File: config.mk
export PLATFORM = sky130hd
export DESIGN_NAME = interleaved_transfer_splitter
export DESIGN_NICKNAME = d
export VERILOG_FILES = /design/src/hdl/itsp_pkg.sv /design/src/hdl/itsp_div.sv /design/src/hdl/interleaved_transfer_splitter.sv
export SDC_FILE = /design/constraint.sdc
export NUM_CORES = 2
export LEC_CHECK = 0
export ABC_CLOCK_PERIOD_IN_PS = 10400
export BUFFER_PORTS_ARGS = -buffer_cell sky130_fd_sc_hd__buf_2
export CORE_MARGIN = 1.5
export CORE_UTILIZATION = 54
export DETAILED_ROUTE_END_ITERATION = 8
export GPL_ROUTABILITY_DRIVEN = 0
export GPL_TIMING_DRIVEN = 0
export PLACE_DENSITY = 0.72
export RECOVER_POWER = 100
export SKIP_CTS_REPAIR_TIMING = 1
export SLEW_MARGIN = 10
export SYNTH_ARGS = -nofsm -noshare
export SYNTH_HDL_FRONTEND = slang
export SYNTH_SLANG_ARGS = --single-unit
File: constraint.sdc
create_clock -name clock -period 10.4 [get_ports clock]
set_input_delay 1.56 -clock clock [delete_from_list [all_inputs] [get_ports clock]]
set_output_delay 1.56 -clock clock [all_outputs]
set_load 0.02 [all_outputs]
File: src/hdl/itsp_pkg.sv
// ----------------------------------------------------------------------------
// itsp_pkg: shared definitions of the interleaved transfer splitter
// Widths, register indexes and the divider command and response types.
// ----------------------------------------------------------------------------
package itsp_pkg;

   // Field widths of the request, the result and the registers.
   localparam int AddrW      = 48;
   localparam int BytesW     = 26;
   localparam int ChunkW     = 27;
   localparam int StripeW    = 13;
   localparam int SpanW      = 17;
   localparam int NodesW     = 11;
   localparam int MibShift   = 20;
   localparam int AddrMibW   = AddrW - MibShift;
   localparam int CsrIndexW  = 8;
   localparam int CsrDataW   = 32;
   localparam int ReqDataW   = 80;
   localparam int RspDataW   = 80;
   localparam int MaxResults = 64;
   localparam int CountW     = $clog2(MaxResults);

   // Default chunk cap in bytes (64 MiB).
   localparam int MaxChunkBytesDef = 64 * 1024 * 1024;

   // Register indexes.
   localparam logic [CsrIndexW-1:0] CsrStripe = 8'd0;
   localparam logic [CsrIndexW-1:0] CsrSpan   = 8'd1;
   localparam logic [CsrIndexW-1:0] CsrNodes  = 8'd2;

   // Divider operand widths: a MiB-granular address over a granule or node count.
   localparam int DivDividendW = AddrMibW;
   localparam int DivDivisorW  = SpanW;

   typedef struct packed {
      logic                    start;
      logic [DivDividendW-1:0] dividend;
      logic [DivDivisorW-1:0]  divisor;
   } itsp_div_cmd_type;

   typedef struct packed {
      logic                    busy;
      logic                    done;
      logic [DivDividendW-1:0] quotient;
      logic [DivDivisorW-1:0]  remainder;
   } itsp_div_rsp_type;

endpackage

File: src/hdl/itsp_div.sv
// ----------------------------------------------------------------------------
// itsp_div: shared restoring divider
// Produces one quotient bit per cycle; done pulses once the last bit is in.
// ----------------------------------------------------------------------------
module itsp_div (
   input  logic                      clock,
   input  logic                      reset,
   input  itsp_pkg::itsp_div_cmd_type cmd,
   output itsp_pkg::itsp_div_rsp_type rsp
);
   import itsp_pkg::*;

   localparam int StepW = $clog2(DivDividendW);
   localparam logic [StepW-1:0] LastStep = StepW'(DivDividendW - 1);

   logic                    busy_ff, busy_in;
   logic                    done_ff, done_in;
   logic [StepW-1:0]        step_ff, step_in;
   logic [DivDividendW-1:0] quo_ff, quo_in;
   logic [DivDivisorW-1:0]  rem_ff, rem_in;
   logic [DivDivisorW-1:0]  divisor_ff, divisor_in;
   logic [DivDivisorW:0]    trial;

   // One restoring step: shift in the next dividend bit and try a subtract.
   always_comb begin
      busy_in    = busy_ff;
      done_in    = 1'b0;
      step_in    = step_ff;
      quo_in     = quo_ff;
      rem_in     = rem_ff;
      divisor_in = divisor_ff;
      trial      = {rem_ff, quo_ff[DivDividendW-1]} - {1'b0, divisor_ff};
      if (cmd.start) begin
         busy_in    = 1'b1;
         step_in    = '0;
         quo_in     = cmd.dividend;
         rem_in     = '0;
         divisor_in = cmd.divisor;
      end else if (busy_ff) begin
         if (!trial[DivDivisorW]) begin
            rem_in = trial[DivDivisorW-1:0];
            quo_in = {quo_ff[DivDividendW-2:0], 1'b1};
         end else begin
            rem_in = {rem_ff[DivDivisorW-2:0], quo_ff[DivDividendW-1]};
            quo_in = {quo_ff[DivDividendW-2:0], 1'b0};
         end
         step_in = step_ff + 1'b1;
         if (step_ff == LastStep) begin
            busy_in = 1'b0;
            done_in = 1'b1;
         end
      end
   end

   // Control state is reset; operands are not.
   always_ff @(posedge clock) begin
      if (reset) begin
         busy_ff <= 1'b0;
         done_ff <= 1'b0;
         step_ff <= '0;
      end else begin
         busy_ff <= busy_in;
         done_ff <= done_in;
         step_ff <= step_in;
      end
      quo_ff     <= quo_in;
      rem_ff     <= rem_in;
      divisor_ff <= divisor_in;
   end

   assign rsp.busy      = busy_ff;
   assign rsp.done      = done_ff;
   assign rsp.quotient  = quo_ff;
   assign rsp.remainder = rem_ff;

endmodule

File: src/hdl/interleaved_transfer_splitter.sv
// ----------------------------------------------------------------------------
// interleaved_transfer_splitter: cuts a transfer request into mapped chunks
// Splits a request at the chunk cap and at stripe or node-span boundaries and
// maps each chunk's logical address onto the interleaved node layout.
// ----------------------------------------------------------------------------
// One request at a time is worked on; req_tready is high only while the
// sequencer is idle. When interleaving is on, each chunk goes through a setup
// step, two 28-step divisions in the shared divider, two multiply steps and
// one step to form the result; with only a node span set it takes one
// division, and with neither it goes straight from setup to forming the
// result. A request yields at most 64 chunks, and the result side can hold
// the sequencer off while the output register is full. The divider is the
// bound: it yields one quotient bit per cycle. A finished chunk waits in the
// output register while the next one is being worked out, and a new request
// is taken while the last chunk of the previous one is still waiting there.
module interleaved_transfer_splitter #(
   parameter int MAX_CHUNK_BYTES = itsp_pkg::MaxChunkBytesDef
) (
   input  logic                          clock,
   input  logic                          reset,
   // Request channel.
   input  logic                          req_tvalid,
   output logic                          req_tready,
   // [47:0] start_address, [73:48] transfer_bytes, [79:74] zero
   input  logic [itsp_pkg::ReqDataW-1:0] req_tdata,
   // [0] write_req
   input  logic                          req_tuser,
   // Result channel.
   output logic                          rsp_tvalid,
   input  logic                          rsp_tready,
   // [47:0] phys_address, [74:48] chunk_bytes, [79:75] zero
   output logic [itsp_pkg::RspDataW-1:0] rsp_tdata,
   // [0] write_out
   output logic                          rsp_tuser,
   // last_chunk
   output logic                          rsp_tlast,
   // Register write channel.
   input  logic                          csr_valid,
   output logic                          csr_ready,
   input  logic [itsp_pkg::CsrIndexW-1:0] csr_index,
   input  logic [itsp_pkg::CsrDataW-1:0]  csr_data
);
   import itsp_pkg::*;

   localparam logic [ChunkW-1:0] MaxChunk = ChunkW'(MAX_CHUNK_BYTES);

   // Sequencer states.
   localparam logic [2:0] StIdle  = 3'd0;
   localparam logic [2:0] StStart = 3'd1;
   localparam logic [2:0] StDiv1  = 3'd2;
   localparam logic [2:0] StDiv2  = 3'd3;
   localparam logic [2:0] StMulA  = 3'd4;
   localparam logic [2:0] StMulB  = 3'd5;
   localparam logic [2:0] StCalc  = 3'd6;

   logic [2:0]             state_ff, state_in;
   logic [StripeW-1:0]     stripe_ff, stripe_in;
   logic [SpanW-1:0]       span_ff, span_in;
   logic [NodesW-1:0]      nodes_ff, nodes_in;
   logic [AddrW-1:0]       addr_ff, addr_in;
   logic [BytesW-1:0]      remain_ff, remain_in;
   logic                   wr_ff, wr_in;
   logic [CountW-1:0]      count_ff, count_in;
   logic [SpanW-1:0]       gran_ff, gran_in;
   logic                   gran_nz_ff, gran_nz_in;
   logic [AddrMibW-1:0]    stripe_no_ff, stripe_no_in;
   logic [SpanW-1:0]       offset_mib_ff, offset_mib_in;
   logic [AddrMibW-1:0]    local_ff, local_in;
   logic [NodesW-1:0]      node_ff, node_in;
   logic [AddrMibW-1:0]    node_term_ff, node_term_in;
   logic [AddrMibW-1:0]    local_term_ff, local_term_in;
   logic                   rsp_valid_ff, rsp_valid_in;
   logic [AddrW-1:0]       rsp_addr_ff, rsp_addr_in;
   logic [ChunkW-1:0]      rsp_bytes_ff, rsp_bytes_in;
   logic                   rsp_wr_ff, rsp_wr_in;
   logic                   rsp_last_ff, rsp_last_in;

   itsp_div_cmd_type       div_cmd;
   itsp_div_rsp_type       div_rsp;

   logic                   interleave;
   logic                   req_fire;
   logic                   out_free;
   logic                   out_load;
   logic [AddrMibW+SpanW-1:0] mul_a_x_b;
   logic [AddrMibW-1:0]    mul_a;
   logic [SpanW-1:0]       mul_b;
   logic [ChunkW-1:0]      cap;
   logic [SpanW-1:0]       edge_mib;
   logic [SpanW+MibShift-1:0] to_edge;
   logic [ChunkW-1:0]      chunk;
   logic [BytesW-1:0]      remain_next;
   logic [AddrMibW-1:0]    phys_mib;

   itsp_div u_div (
      .clock (clock),
      .reset (reset),
      .cmd   (div_cmd),
      .rsp   (div_rsp)
   );

   assign interleave = (stripe_ff != '0) && (nodes_ff >= NodesW'(2));
   assign req_tready = (state_ff == StIdle);
   assign req_fire   = req_tvalid && req_tready;
   assign csr_ready  = 1'b1;
   assign out_free   = !rsp_valid_ff || rsp_tready;
   assign out_load   = (state_ff == StCalc) && out_free;

   // Shared multiplier: node times span, then local stripe times stripe size.
   always_comb begin
      if (state_ff == StMulA) begin
         mul_a = AddrMibW'(node_ff);
         mul_b = span_ff;
      end else begin
         mul_a = local_ff;
         mul_b = SpanW'(stripe_ff);
      end
      mul_a_x_b = {{SpanW{1'b0}}, mul_a} * {{AddrMibW{1'b0}}, mul_b};
   end

   // Chunk length: the smallest of what is left, the cap and, when a granule is
   // set, the distance to the next granule boundary.
   always_comb begin
      cap         = ({1'b0, remain_ff} > MaxChunk) ? MaxChunk : {1'b0, remain_ff};
      edge_mib    = gran_ff - offset_mib_ff;
      to_edge     = {edge_mib, {MibShift{1'b0}}}
                    - {{SpanW{1'b0}}, addr_ff[MibShift-1:0]};
      if (gran_nz_ff && ({{(SpanW+MibShift-ChunkW){1'b0}}, cap} > to_edge)) begin
         chunk = to_edge[ChunkW-1:0];
      end else begin
         chunk = cap;
      end
      remain_next = remain_ff - chunk[BytesW-1:0];
      if (interleave) begin
         phys_mib = node_term_ff + local_term_ff + AddrMibW'(offset_mib_ff);
      end else begin
         phys_mib = addr_ff[AddrW-1:MibShift];
      end
   end

   // Sequencer.
   always_comb begin
      state_in      = state_ff;
      stripe_in     = stripe_ff;
      span_in       = span_ff;
      nodes_in      = nodes_ff;
      addr_in       = addr_ff;
      remain_in     = remain_ff;
      wr_in         = wr_ff;
      count_in      = count_ff;
      gran_in       = gran_ff;
      gran_nz_in    = gran_nz_ff;
      stripe_no_in  = stripe_no_ff;
      offset_mib_in = offset_mib_ff;
      local_in      = local_ff;
      node_in       = node_ff;
      node_term_in  = node_term_ff;
      local_term_in = local_term_ff;
      rsp_valid_in  = rsp_valid_ff && !rsp_tready;
      rsp_addr_in   = rsp_addr_ff;
      rsp_bytes_in  = rsp_bytes_ff;
      rsp_wr_in     = rsp_wr_ff;
      rsp_last_in   = rsp_last_ff;
      div_cmd.start    = 1'b0;
      div_cmd.dividend = addr_ff[AddrW-1:MibShift];
      div_cmd.divisor  = gran_ff;

      // Register writes; an index past the list is dropped.
      if (csr_valid && csr_ready) begin
         case (csr_index)
            CsrStripe: stripe_in = csr_data[StripeW-1:0];
            CsrSpan:   span_in   = csr_data[SpanW-1:0];
            CsrNodes:  nodes_in  = csr_data[NodesW-1:0];
            default:   ;
         endcase
      end

      case (state_ff)
         StIdle: begin
            if (req_fire) begin
               addr_in   = req_tdata[AddrW-1:0];
               remain_in = req_tdata[AddrW+BytesW-1:AddrW];
               wr_in     = req_tuser;
               count_in  = '0;
               if (req_tdata[AddrW+BytesW-1:AddrW] != '0) begin
                  state_in = StStart;
               end
            end
         end
         StStart: begin
            // Pick the granule and, if there is one, divide the MiB address by it.
            if (interleave) begin
               gran_in = SpanW'(stripe_ff);
            end else begin
               gran_in = span_ff;
            end
            gran_nz_in    = interleave || (span_ff != '0);
            offset_mib_in = '0;
            if (interleave || (span_ff != '0)) begin
               div_cmd.start   = 1'b1;
               div_cmd.divisor = interleave ? SpanW'(stripe_ff) : span_ff;
               state_in        = StDiv1;
            end else begin
               state_in = StCalc;
            end
         end
         StDiv1: begin
            if (div_rsp.done) begin
               stripe_no_in  = div_rsp.quotient;
               offset_mib_in = div_rsp.remainder;
               if (interleave) begin
                  div_cmd.start    = 1'b1;
                  div_cmd.dividend = div_rsp.quotient;
                  div_cmd.divisor  = SpanW'(nodes_ff);
                  state_in         = StDiv2;
               end else begin
                  state_in = StCalc;
               end
            end
         end
         StDiv2: begin
            // Deal the stripe number over the nodes.
            if (div_rsp.done) begin
               local_in = div_rsp.quotient;
               node_in  = div_rsp.remainder[NodesW-1:0];
               state_in = StMulA;
            end
         end
         StMulA: begin
            node_term_in = mul_a_x_b[AddrMibW-1:0];
            state_in     = StMulB;
         end
         StMulB: begin
            local_term_in = mul_a_x_b[AddrMibW-1:0];
            state_in      = StCalc;
         end
         StCalc: begin
            // Hand the chunk to the output register once it is free.
            if (out_free) begin
               rsp_valid_in = 1'b1;
               rsp_addr_in  = {phys_mib, addr_ff[MibShift-1:0]};
               rsp_bytes_in = chunk;
               rsp_wr_in    = wr_ff;
               rsp_last_in  = (remain_next == '0) || (count_ff == CountW'(MaxResults - 1));
               remain_in    = remain_next;
               addr_in      = addr_ff + {{(AddrW-ChunkW){1'b0}}, chunk};
               count_in     = count_ff + 1'b1;
               if ((remain_next == '0) || (count_ff == CountW'(MaxResults - 1))) begin
                  state_in = StIdle;
               end else begin
                  state_in = StStart;
               end
            end
         end
         default: begin
            state_in = StIdle;
         end
      endcase
   end

   always_ff @(posedge clock) begin
      if (reset) begin
         state_ff     <= StIdle;
         stripe_ff    <= '0;
         span_ff      <= '0;
         nodes_ff     <= '0;
         rsp_valid_ff <= 1'b0;
      end else begin
         state_ff     <= state_in;
         stripe_ff    <= stripe_in;
         span_ff      <= span_in;
         nodes_ff     <= nodes_in;
         rsp_valid_ff <= rsp_valid_in;
      end
      addr_ff       <= addr_in;
      remain_ff     <= remain_in;
      wr_ff         <= wr_in;
      count_ff      <= count_in;
      gran_ff       <= gran_in;
      gran_nz_ff    <= gran_nz_in;
      stripe_no_ff  <= stripe_no_in;
      offset_mib_ff <= offset_mib_in;
      local_ff      <= local_in;
      node_ff       <= node_in;
      node_term_ff  <= node_term_in;
      local_term_ff <= local_term_in;
      rsp_addr_ff   <= rsp_addr_in;
      rsp_bytes_ff  <= rsp_bytes_in;
      rsp_wr_ff     <= rsp_wr_in;
      rsp_last_ff   <= rsp_last_in;
   end

   assign rsp_tvalid = rsp_valid_ff;
   assign rsp_tdata  = {{(RspDataW-AddrW-ChunkW){1'b0}}, rsp_bytes_ff, rsp_addr_ff};
   assign rsp_tuser  = rsp_wr_ff;
   assign rsp_tlast  = rsp_last_ff;

`ifndef SYNTHESIS
   // A chunk handed out is never empty and never above the cap.
   a_chunk_range: assert property (@(posedge clock) disable iff (reset)
      rsp_tvalid |-> (rsp_bytes_ff != '0) && (rsp_bytes_ff <= MaxChunk))
      else $error("chunk length out of range");

   // The divider finishes only while the sequencer waits for it.
   a_div_done_state: assert property (@(posedge clock) disable iff (reset)
      div_rsp.done |-> (state_ff == StDiv1) || (state_ff == StDiv2))
      else $error("divider finished outside a divide step");

   // No new request is taken while the divider is still working.
   a_idle_div: assert property (@(posedge clock) disable iff (reset)
      req_tready |-> !div_rsp.busy)
      else $error("request accepted while divider busy");

   // A loaded chunk shows up on the result channel in the next cycle.
   a_load_valid: assert property (@(posedge clock) disable iff (reset)
      out_load |=> rsp_tvalid)
      else $error("loaded chunk not presented");
`endif

endmodule
# --- Word level (Yosys, flattened, before mapping) ---
# Cells that the tools add are included.
op_classes:
  n_reduce_logical: 30
  muxes: 43
  multipliers: 1
  shifts: 0
  n_bitwise: 1
  order_cmp: 3
  add_sub_neg: 9
  n_div: 0
  n_eq_ne: 16
ops:
  columns: ["cell", "n"]
  rows:
  - ["$mux 28", 5]
  - ["$mux 48", 2]
  - ["$pmux 48 s2", 1]
  - ["$mux 46", 2]
  - ["$mux 17", 5]
  - ["$pmux 17 s2", 2]
  - ["$mux 27", 2]
  - ["$mux 26", 2]
  - ["$pmux 26 s2", 1]
  - ["$add 48x27->48", 1]
  - ["$gt 27x37->1", 1]
  - ["$sub 37x20->37", 1]
  - ["$add 28x17->28", 1]
  - ["$add 28x28->28", 1]
  - ["$mul 28x17->28", 1]
  - ["$gt 26x27->1 const B", 1]
  - ["$logic_not 26->1", 1]
  - ["$reduce_bool 26->1", 1]
  - ["$sub 26x26->26", 1]
  - ["$mux 3", 7]
  - ["$pmux 3 s7", 1]
  - ["$sub 18x17->18", 1]
  - ["$reduce_bool 17->1", 1]
  - ["$sub 17x17->17", 1]
  - ["30 further kinds", 60]
word_totals:
  word_cells: 129
  mem_bits_ro: 0
  reg_bits: 402
  memories: 0
  inputBits: 126
  latchBits: 0
  mem_bits_rw: 0

# --- Longest topological paths before layout ---
depth:
  ltp_word: 11
  ltp_mapped: 35
  mapped_depth_nobuf: 34

# --- Hierarchy ---
# A second synthesis with hierarchy kept.
unflattened:
  hier_cells: 3659
  area_unflattened_um2: 34065.2
modules_own_cells:
  columns: ["module", "n_inst", "cells_per_inst", "area_per_inst_um2"]
  rows:
  - ["interleaved_transfer_splitter", 1, 3305, 30297.8]
  - ["itsp_div", 1, 354, 3767.4]

# --- Worst setup path after synthesis ---
# Ideal clock, no wire load.
synth_path:
  kind: "reg2reg"
  startpoint: "register state_ff[1]"
  endpoint: "register local_term_ff[27] (data pin)"
  slack_ns: 2.796
  setup_ns: 0.265
  n_path_buf: 3
  stages_incl_launch_ff: 26
  arrival_time_ns: 7.340
  cell_sequence: "dfxtp_1 nor2_1 nand2_1 clkbuf_1 inv_2 buf_1 clkbuf_1 nand3_1 fa_1 fa_1 inv_1 fa_1 inv_1 fa_1 fa_1 inv_1 fa_1 ha_1 nor3_1 o311ai_0 nand2_1 o21ai_0 o41a_1 a41o_1 o22ai_1 xnor2_1"
synth_between:
  elab_chain_cells: 3
  word_cells_on_any_way: 4
  classes_between: "1 x mul; 1 x eq/ne; 2 x mux"
synth_rtl:
  columns: ["element", "line", "rtl"]
  rows:
  - ["start, declared", "interleaved_transfer_splitter.sv:56", "logic [2:0] state_ff, state_in;"]
  - ["start signal, assigned", "interleaved_transfer_splitter.sv:263", "state_ff <= StIdle;"]
  - ["start signal, assigned", "interleaved_transfer_splitter.sv:269", "state_ff <= state_in;"]
  - ["$eq 3x3->1 *", "interleaved_transfer_splitter.sv:111", "if (state_ff == StMulA) begin"]
  - ["$mux 28 or $mux 17 (tied branches)", "interleaved_transfer_splitter.sv:111", null]
  - ["$mul 28x17->28 *", "interleaved_transfer_splitter.sv:118", "mul_a_x_b = {{SpanW{1'b0}}, mul_a} * {{AddrMibW{1'b0}}, mul_b};"]
  - ["net mul_a_x_b[27]", "interleaved_transfer_splitter.sv:85", "logic [AddrMibW+SpanW-1:0] mul_a_x_b;"]
  - ["end signal, assigned", "interleaved_transfer_splitter.sv:286", "local_term_ff <= local_term_in;"]
  - ["end, declared", "interleaved_transfer_splitter.sv:71", "logic [AddrMibW-1:0] local_term_ff, local_term_in;"]
# Mark *: on every way through the listed nets, which the timed path passes. The rest lies on a longest branch.
# A chain may end at the register's enable or synchronous reset.

# --- Worst setup path in the final report ---
layout_path:
  startpoint: "register state_ff[1]"
  endpoint: "register local_term_ff[26] (data pin)"
# Same word-level chain as after synthesis.

==> run metrics <==
Avg Inst Size Synth=9.624 um2; failing checks=capacitance limit, slew limit; metal2 WL=42.88 mm; initial core utilization=~55%; Final min period=9.771 ns; most common cell in the netlist=nand2_1; M1 WL=slightly above 40 mm; Max Cap Viol=8; clk sink count=402; TritonCTS buffer count=between 40 and 50; final std cells w/o fill=roughly 4500; WP data required=10.84 ns; Pre-Repair DR Iteration Count=6; WL per Instance=~22 um; Leakage=about 16 nW; Buf/Inv on CP=7; H-Tree Depth=2; Remaining Overflow, GRT=0; worst skew pair latency=between 0.6 and 0.7 ns; ys flop type=edfxtp_1; Core ar.=between 0.06 and 0.07 mm2; final hold violations=0; Post-synth ARST share=0%; Placed Area=0.03548 mm2; initial antenna violation count=6; Most common cell on crit path=fa_1; peak supply drop=0.0001498 V; fin util=roughly three fifths; Total Routing Usage GR=between 30% and 40%; root cell of the clock tree=clkbuf_16; setup TNS=0 ns; Hold Path Class=reg2reg; r2r setup slk=approximately 0.63 ns; Total Wirelength=roughly 100 mm; die area=about 0.063 mm2; DRC Markers=0; largest net degree at the start of global routing=53; Rows=90; CP Class=reg2reg; global-route wire length before repair=between 150 and 200 mm; Tcrit/Tclk final=between 90% and 100%; final worst setup slack=approximately 0.63 ns; CP delay by family, top=adder cells; Hold WS=between 0.4 and 0.5 ns; io pins=between 200 and 250; top cells by area, synth=edfxtp_1 30%, fa_1 17%, ha_1 8.0%, nand2_1 6.9%, inv_1 4.5%; drt via density=about 5.9; height of the die=251.4 um; arrival time of the worst setup path=slightly above 10 ns; critical path launch point type=flip-flop; Final Cell Area=approximately 0.037 mm2; CTS tree=built; top cell type's share of synthesized area=a little under a third; fmax=roughly 100 MHz; Synth Register Bits=~400; vias in the first global route=roughly 26000; CP peak stage delay=about 0.74 ns; maximum clock path buffer count=3; Syn-to-layout area delta=10.21%; Worst-path clk slew=around 0.06 ns; Yosys Warn Count=0; DR iter-0 viols=around 2800; outcome=finished, violations left; vias after detailed routing=approximately 27000; Final Setup Violations=0; Synth Cell Area=0.03332 mm2; DP Worst Slack=0.04872 ns; worst-path maximum fanout=10; post-layout net count=4338; # placed instances=4447; start point of the worst hold path=wr_ff; CP max stage cell=o311ai_0; total power=7.943 mW; DR WL met3=~11 mm; Power Density=approximately 220 mW/mm2; reg2reg start=state_ff[1]; post-synth cell types=96; Die Wd=251.4 um; Synth area leader=edfxtp_1; synthesized instance count=about 3500; uppermost routed layer=met5; Max Slew Vio Count=around 210; Slew HR=-104.8%; CP endpoint kind=flip-flop; Worst-Margin Slew=roughly 3.1 ns; DRT antenna net count=0; Synth top cells by count=614 x nand2_1, 399 x inv_1, 333 x edfxtp_1; register area share after synthesis=about 34%; layout cells sized above 1=under 10%; Post-synth EDFFs=~330; port bufs=182; CP Launch Point=state_ff[1]; HPWL after detailed placement=between 70 and 80 mm; worst clock skew=around 0.033 ns
[cell type report]
class / count / area (um2)
Clock buffer: 60 / 1224
Fill cell: 5240 / 23980
Timing Repair Buffer: 196 / 882.1
Clock inverter: 26 / 251.5
Inverter: 418 / 1569
Sequential cell: 402 / 11380
Buffer: 134 / 549.3
Multi-Input combinational cell: 2520 / 19880
Antenna cell: 2 / 5.005
Tap cell: 782 / 978.4
[state kept, by name, summed over array words and instances, names as in the netlist, 3 cells and up]
signal / flops
count_ff: 6
nodes_ff: 11
rsp_addr_ff: 48
state_ff: 3
node_ff: 11
u_div.rem_ff: 17
rsp_bytes_ff: 27
node_term_ff: 28
u_div.quo_ff: 28
local_ff: 28
gran_ff: 17
u_div.step_ff: 5
stripe_ff: 13
span_ff: 17
offset_mib_ff: 17
addr_ff: 48
u_div.divisor_ff: 17
remain_ff: 26
local_term_ff: 28
[worst paths after layout]
path	endpoint	depth (start not counted)
setup / recovery	local_term_ff[26]	28
hold / removal	rsp_tuser	0
setup reg to reg	local_term_ff[26]	28
hold reg to reg	rsp_tuser	0
[cell usage in the layout (no fill, tap or decap), drive strengths merged, types with 10 or more instances in the layout]
cell	instances
nand4	21
ha	213
and2	47
a311oi	15
and3	52
o21ai	141
fa	281
nand3	74
clkinv	17
or3	15
edfxtp	333
o211ai	12
mux2	33
o31ai	10
o21a	19
xor2	62
o21bai	10
nand2	614
nor3	46
conb	14
nor3b	10
nand2b	26
nor2	212
a21oi	131
nor2b	28
buf	121
nor4	32
a21o	49
or2	12
a31oi	17
clkbuf	269
inv	420
a22oi	11
xnor2	113
and4	10
dfxtp	69
a211oi	36
mux2i	58
[logic make-up after synthesis]
logic type      share of synthesized area [%]
simple gates                            16.84
buf+inv                                 6.362
compound gates                          9.990
fa+ha+maj                               24.88
flops                                   34.16
xor+xnor                                4.691
mux                                     3.049
other cells                           0.02254
[report_power, final]
group	switching, mW	internal (mW)
logic	2.37	1.48
clock network	0.681	0.932
registers	0.303	2.17
[worst register-to-register path, delay by kind of cell (launching register included)]
| kind | cells | cell delay [ns] |
|---|---|---|
| AO/OA/AOI/OAI | 6 | 2.15 |
| AND/OR/NAND/NOR | 8 | 2.02 |
| adder cells (fa/ha/maj) | 7 | 3.44 |
| buffers and inverters | 7 | 1.67 |
| flip-flops | 1 | 0.32 |
[routing by layer]
layer	vias up	GRT usage, %
met4	8	12.27
met2	1462	47.24
met3	245	7.331
met5	-	0
met1	13020	44.45
li1	12200	-
No activity file was read; power rests on OpenSTA's default activity.
